## src/hw/rtl/tmtw_pkg.sv

```systemverilog
package tmtw_pkg;

    localparam int FUNC_W   = 1;
    localparam int CHAR_W   = 8;
    localparam int RROW_W   = 5;
    localparam int RCOL_W   = 7;
    localparam int ENTRY_W  = 16;
    localparam int COLOUR_W = 8;
    localparam int PADDR_W  = 3;
    localparam int PDATA_W  = 32;

    localparam logic [FUNC_W-1:0]   FUNC_PUT  = 1'b0;
    localparam logic [FUNC_W-1:0]   FUNC_READ = 1'b1;

    localparam logic [CHAR_W-1:0]   NEWLINE_CODE = 8'd10;
    localparam logic [CHAR_W-1:0]   SPACE_CODE   = 8'h20;
    localparam logic [COLOUR_W-1:0] RESET_COLOUR = 8'h07;

    // register index, taken from paddr[2]
    localparam logic REG_TEXT_COLOUR = 1'b0;

    typedef struct packed {
        logic capture;
        logic calc_addr;
        logic put_write;
        logic next_row;
        logic scroll_setup;
        logic scroll_write;
        logic clear_write;
        logic read;
        logic load_result;
    } ctrl_cmd_t;

    typedef struct packed {
        logic is_read;
        logic is_newline;
        logic col_last;
        logic row_last;
        logic fill_last;
        logic clear_last;
    } ctrl_sts_t;

endpackage

```

## src/hw/rtl/tmtw_ctrl.sv

```systemverilog
module tmtw_ctrl
    import tmtw_pkg::*;
(
    input  logic      clk,
    input  logic      rst_n,
    input  logic      in_valid,
    output logic      in_ready,
    output logic      out_valid,
    input  logic      out_ready,
    input  ctrl_sts_t sts,
    output ctrl_cmd_t cmd
);

    typedef enum logic [8:0] {
        ST_CLEAR        = 9'b000000001,
        ST_IDLE         = 9'b000000010,
        ST_ADDR         = 9'b000000100,
        ST_PUT          = 9'b000001000,
        ST_NEWROW       = 9'b000010000,
        ST_SCROLL_SETUP = 9'b000100000,
        ST_SCROLL       = 9'b001000000,
        ST_READ         = 9'b010000000,
        ST_DONE         = 9'b100000000
    } state_t;

    state_t state_reg;
    state_t state_next;
    logic   out_valid_reg;
    logic   out_valid_next;
    logic   slot_free;

    assign slot_free = !out_valid_reg || out_ready;

    always_comb
    begin
        state_next = state_reg;
        cmd        = '0;
        in_ready   = 1'b0;
        case (state_reg)
            ST_CLEAR:
            begin
                cmd.clear_write = 1'b1;
                if (sts.clear_last)
                begin
                    state_next = ST_IDLE;
                end
            end
            ST_IDLE:
            begin
                in_ready = 1'b1;
                if (in_valid)
                begin
                    cmd.capture = 1'b1;
                    state_next  = ST_ADDR;
                end
            end
            ST_ADDR:
            begin
                cmd.calc_addr = 1'b1;
                if (sts.is_read)
                begin
                    state_next = ST_READ;
                end
                else if (sts.is_newline)
                begin
                    state_next = ST_NEWROW;
                end
                else
                begin
                    state_next = ST_PUT;
                end
            end
            ST_PUT:
            begin
                cmd.put_write = 1'b1;
                state_next    = sts.col_last ? ST_NEWROW : ST_DONE;
            end
            ST_NEWROW:
            begin
                cmd.next_row = 1'b1;
                state_next   = sts.row_last ? ST_SCROLL_SETUP : ST_DONE;
            end
            ST_SCROLL_SETUP:
            begin
                cmd.scroll_setup = 1'b1;
                state_next       = ST_SCROLL;
            end
            ST_SCROLL:
            begin
                cmd.scroll_write = 1'b1;
                if (sts.fill_last)
                begin
                    state_next = ST_DONE;
                end
            end
            ST_READ:
            begin
                cmd.read   = 1'b1;
                state_next = ST_DONE;
            end
            ST_DONE:
            begin
                if (slot_free)
                begin
                    cmd.load_result = 1'b1;
                    state_next      = ST_IDLE;
                end
            end
            default:
            begin
                state_next = ST_IDLE;
            end
        endcase
    end

    always_comb
    begin
        out_valid_next = out_valid_reg;
        if (cmd.load_result)
        begin
            out_valid_next = 1'b1;
        end
        else if (out_ready)
        begin
            out_valid_next = 1'b0;
        end
    end

    always_ff @(posedge clk or negedge rst_n)
    begin
        if (!rst_n)
        begin
            state_reg     <= ST_CLEAR;
            out_valid_reg <= 1'b0;
        end
        else
        begin
            state_reg     <= state_next;
            out_valid_reg <= out_valid_next;
        end
    end

    assign out_valid = out_valid_reg;

endmodule

```

## config.mk

```make
export PLATFORM = sky130hd
export DESIGN_NAME = tmtw_ctrl
export DESIGN_NICKNAME = d
export VERILOG_FILES = /design/src/hw/rtl/tmtw_pkg.sv /design/src/hw/rtl/tmtw_ctrl.sv
export SDC_FILE = /design/constraint.sdc
export NUM_CORES = 1
export LEC_CHECK = 0
export ABC_AREA = 1
export BUFFER_PORTS_ARGS = -buffer_cell sky130_fd_sc_hd__buf_2
export CAP_MARGIN = 10
export CORE_AREA = 2 2 41 43
export CTS_CLUSTER_DIAMETER = 60
export DETAILED_ROUTE_END_ITERATION = 6
export DIE_AREA = 0 0 43 45
export PLACE_DENSITY_LB_ADDON = 0.2
export SETUP_SLACK_MARGIN = 0.4
export SLEW_MARGIN = 20
export SYNTH_ARGS = -nofsm -noshare
export SYNTH_HDL_FRONTEND = slang
export SYNTH_SLANG_ARGS = --single-unit
```

## constraint.sdc

```tcl
create_clock -name clk -period 1.6 [get_ports clk]
set_input_delay 0.32 -clock clk [delete_from_list [all_inputs] [get_ports clk]]
set_output_delay 0.32 -clock clk [all_outputs]
set_load 0.01 [all_outputs]
```

Yosys cells after proc, flatten, opt, wreduce, memory -nomap -nowiden --
Index checks and enable logic that the tools add are counted.
Storage, ports and cells: bits in writable memories 0, flip-flop bits (word level) 10, memories 0, word-level logic and storage cells 42, bits in read-only memories 0, output and inout bits 11, latch bits 0
Operators by class: magnitude comparators 0, reduce and logical (&&, ||, !) cells 4, multipliers 0, add/sub/neg operators 0, bitwise operators 0, multiplexer cells 23, eq/ne operators 13, div/mod/pow operators 0, shifts and indexed selects 0
Operators with widths (number):
- 9-bit one-hot mux with 9 select lines | 1
- 9-bit 2-to-1 mux | 7
- 1-bit 2-to-1 mux | 14
- 9-bit by 1-bit equality test with 1-bit output (second input constant) | 1
- 9-bit by 2-bit equality test with 1-bit output (second input constant) | 1
- 9-bit by 3-bit equality test with 1-bit output (second input constant) | 1
- 9-bit by 4-bit equality test with 1-bit output (second input constant) | 1
- 9-bit by 5-bit equality test with 1-bit output (second input constant) | 1
- 9-bit by 6-bit equality test with 1-bit output (second input constant) | 1
- 9-bit by 7-bit equality test with 1-bit output (second input constant) | 1
- 9-bit by 8-bit equality test with 1-bit output (second input constant) | 1
- 9-bit equality test (second input constant) | 1
- 2-bit inequality test (second input constant) | 4
- 5-bit 2-to-1 mux | 1
- 4-bit AND reduction | 1
- 2-bit nonzero test | 1
- 1-bit zero test | 1
- 1-bit logical OR | 1

Logic depth before layout (Yosys ltp) --
depth in word-level cells 5, depth in mapped cells 9, gate-level depth less buffers 9

Worst setup path after synthesis --
OpenSTA, ideal clock, no wires.
path type reg2out, start point reg state_reg[3], end point out cmd[2] (netlist bit), arrival 1053 ps, required time 1280 ps, path slack 227 ps, cell stages (with the launch flop) 6, path buffers 0, cells stage by stage dfrtp_1 -> nor2_4 -> inv_1 -> nor2_1 -> nand2_1 -> nor3_1
RTL lines:
- from (decl) | line tmtw_ctrl.sv:26 | state_t state_reg;
- from (signal assigned) | line tmtw_ctrl.sv:138 | state_reg <= state_next;
- to (decl) | line tmtw_ctrl.sv:11 | output ctrl_cmd_t cmd

==> impl_metrics.toml <==
[global_routing]
gr-usage-all-layers_pct = 21.22
grt_pass1_vias = 790
grt_start_max_net_pins = 11
antenna_found_initial = 0
overflow = 0
grt_pass1_wl_um = 3077

[finish]
ff_latch_area_um2 = 251.5
fin_area_um2 = 1100
n_fill_cell = 116
utilization_pct = 74.74
layout-drive-gt1-share_pct = 57.04
nets = 153
multi_input_area_um2 = 429.2
mostFrequentLayoutCells = "inv_1, buf_2, buf_4"
area_delta_synth_final_pct = 62.48
diodes = 0
largest_reg_flops = 9

[power_and_ir_drop]
ir_worst_vdd_v = 0.0007240
p_leak_nw = 0.6266
power-per-cell-area_nw_per_um2 = 1309
power_mw = 1.440

[floorplan]
core_area_um2 = 1471
dieArea_um2 = 1935
rows = 14
num_io_pins = 21
die_x_um = 43
die_h_um = 45
start_util_pct = 46.00

[routing]
ant_nets = 0
first_iter_violations = 13
first_pass_iters = 4
vias_per_cell = 5.000
drc = 0
vias = 790
wl_um = 2091
wl_per_cell_um = 13.23

[logic_synthesis]
synthCells = 101
syn_area_um2 = 676.9
synth.area.top_cells = "dfrtp_1, inv_1, nor2_1, nand2_1, nand3_1"
syn_area_per_cell_um2 = 6.702
synth-seq-area-share_pct = 37.15
yosysTopAreaCellShare_pct = 33.27
synth_seq_cells = 10
ys_warn_count = 0
yosysTopAreaCell = "dfrtp_1"
synth_cell_types = 19
synthesis.nets = 111

[clock_tree]
clkSlewWorstSetupHoldPaths_ns = 0.06
clk_path_buf_depth = 2
cts_root_buf = "clkbuf_4"
tritoncts = "built"
htree_num_levels = 1
clock_latency_ns = 0.27
cts.sinks = 10
cts_buffers = 3

[outcome]
violations = "negative setup slack"
status = "complete, but fails checks"

[timing]
min_period_over_period_pct = 107.6
fmax_ghz = 0.5809
skew_ns = 0.01008
hold_viol = 0
rsz0062_at_grt = "true"
finalSetupViolCount = 10
slew_headroom_pct = 73.94
layout_min_cycle_time_ns = 1.721
hold_slack_ns = 0.1989
slew_violations = 0
worst_slack_ns = -0.1214
tns_ns = -0.7186
tightest_slew_ns = 0.3909

[critical_path]
critPathCaptureType = "primary output"
cpMostUsedCell = "nor2_4"
worst-path-max-fanout = 3
worstSetupPathType = "register to primary output"
critPathArrivalTime_ns = 1.40
crit_slowest_cell = "dfrtp_1"
worstSetupStartpointType = "register"
crit_path_max_incr_delay_ns = 0.42
cp_cell_sequence = "nor2_4 -> inv_1 -> nor2_4 -> nand2_2 -> nor3_2 -> buf_2"
worstPathRequired_ns = 1.28

[hold_path]
hold_class = "input port to register"

[placement]
dpl.hpwl_um = 1261
place.port_buffers = 20
place_congestion = 0.8199
dpl_cell_area_um2 = 829.5

[job]
maxCapViolCount = 0
timing repair:
| item | CTS | global route |
|---|---|---|
| setup buffers | 13 | 3 |
| setup endpoints to repair | 15 | 18 |
| hold endpoints to repair | 9 | 0 |
| pin swaps | 10 | 6 |
| cloned | 0 | 0 |
| hold buffers | 1 | 0 |
| gates resized for setup | 18 | 12 |
final timing paths:
path / from / endpoint / slack, ns / cells past startpoint
max: state_reg[2] / cmd[2] / -0.12 / 6
min: sts[0] / state_reg[0] / 0.20 / 2
max reg2reg: state_reg[2] / state_reg[1] / 0.01 / 11
min reg2reg: state_reg[0] / state_reg[0] / 0.53 / 2
max in group asynchronous: rst_n / state_reg[0] / 0.89 / 2
min in group asynchronous: rst_n / state_reg[6] / 0.44 / 2
synth_stat cells:
| cell | count |
|---|---|
| o21ai_0 | 2 |
| nand3_1 | 9 |
| o21ai_1 | 1 |
| nand3_2 | 3 |
| nor2_4 | 2 |
| inv_2 | 2 |
| nand3b_1 | 1 |
| dfrtp_1 | 9 |
| nand2_1 | 17 |
| inv_1 | 21 |
| nand2_2 | 4 |
| buf_4 | 1 |
| nor2_2 | 2 |
| nand4_1 | 1 |
| dfstp_2 | 1 |
| nor4_1 | 1 |
| nor3_1 | 5 |
| clkinv_2 | 1 |
| nor2_1 | 18 |
metrics by stage:
step           setup WS [ns]  instances
2_1_floorplan         0.3244        101
5_1_grt              -0.1599        158
6_report             -0.1214        158
3_5_place_dp          0.1733        137
3_3_place_gp          0.1828        137
4_1_cts             -0.05664        155
layout make-up:
type | instances | area share (%)
Clock buffer | 4 | 2.389
Inverter | 24 | 8.988
Multi-Input combinational cell | 66 | 39.02
Sequential cell | 10 | 22.87
Tap cell | 16 | 1.820
Timing Repair Buffer | 38 | 24.91
cells by family after synthesis:
group	after synthesis	share of synthesized area, %
and+or+nand+nor	63	46.02
DFF	10	37.15
AOI/OAI and AO/OA	3	2.217
buffers and inverters	25	14.60
critical path, delay by kind of cell (launching register included):
family / cells / cell delay (ns)
buffers and inverters: 2 / 0.24
AND/OR/NAND/NOR: 4 / 0.48
flip-flops: 1 / 0.42
power breakdown:
group / internal [mW] / switching, mW
combinational: 0.391 / 0.530
clock: 0.0963 / 0.0891
sequential: 0.290 / 0.0437
total: 0.777 / 0.663
routing by layer:
layer | up-vias | routed length [um] | global-route usage, %
li1 | 390 | - | -
met1 | 353 | 839 | 24.62
met2 | 39 | 1081 | 38.48
met3 | 8 | 120 | 2.400
met4 | 0 | 51 | 11.52
met5 | - | 0 | 0
No activity file was read; power rests on OpenSTA's default activity.
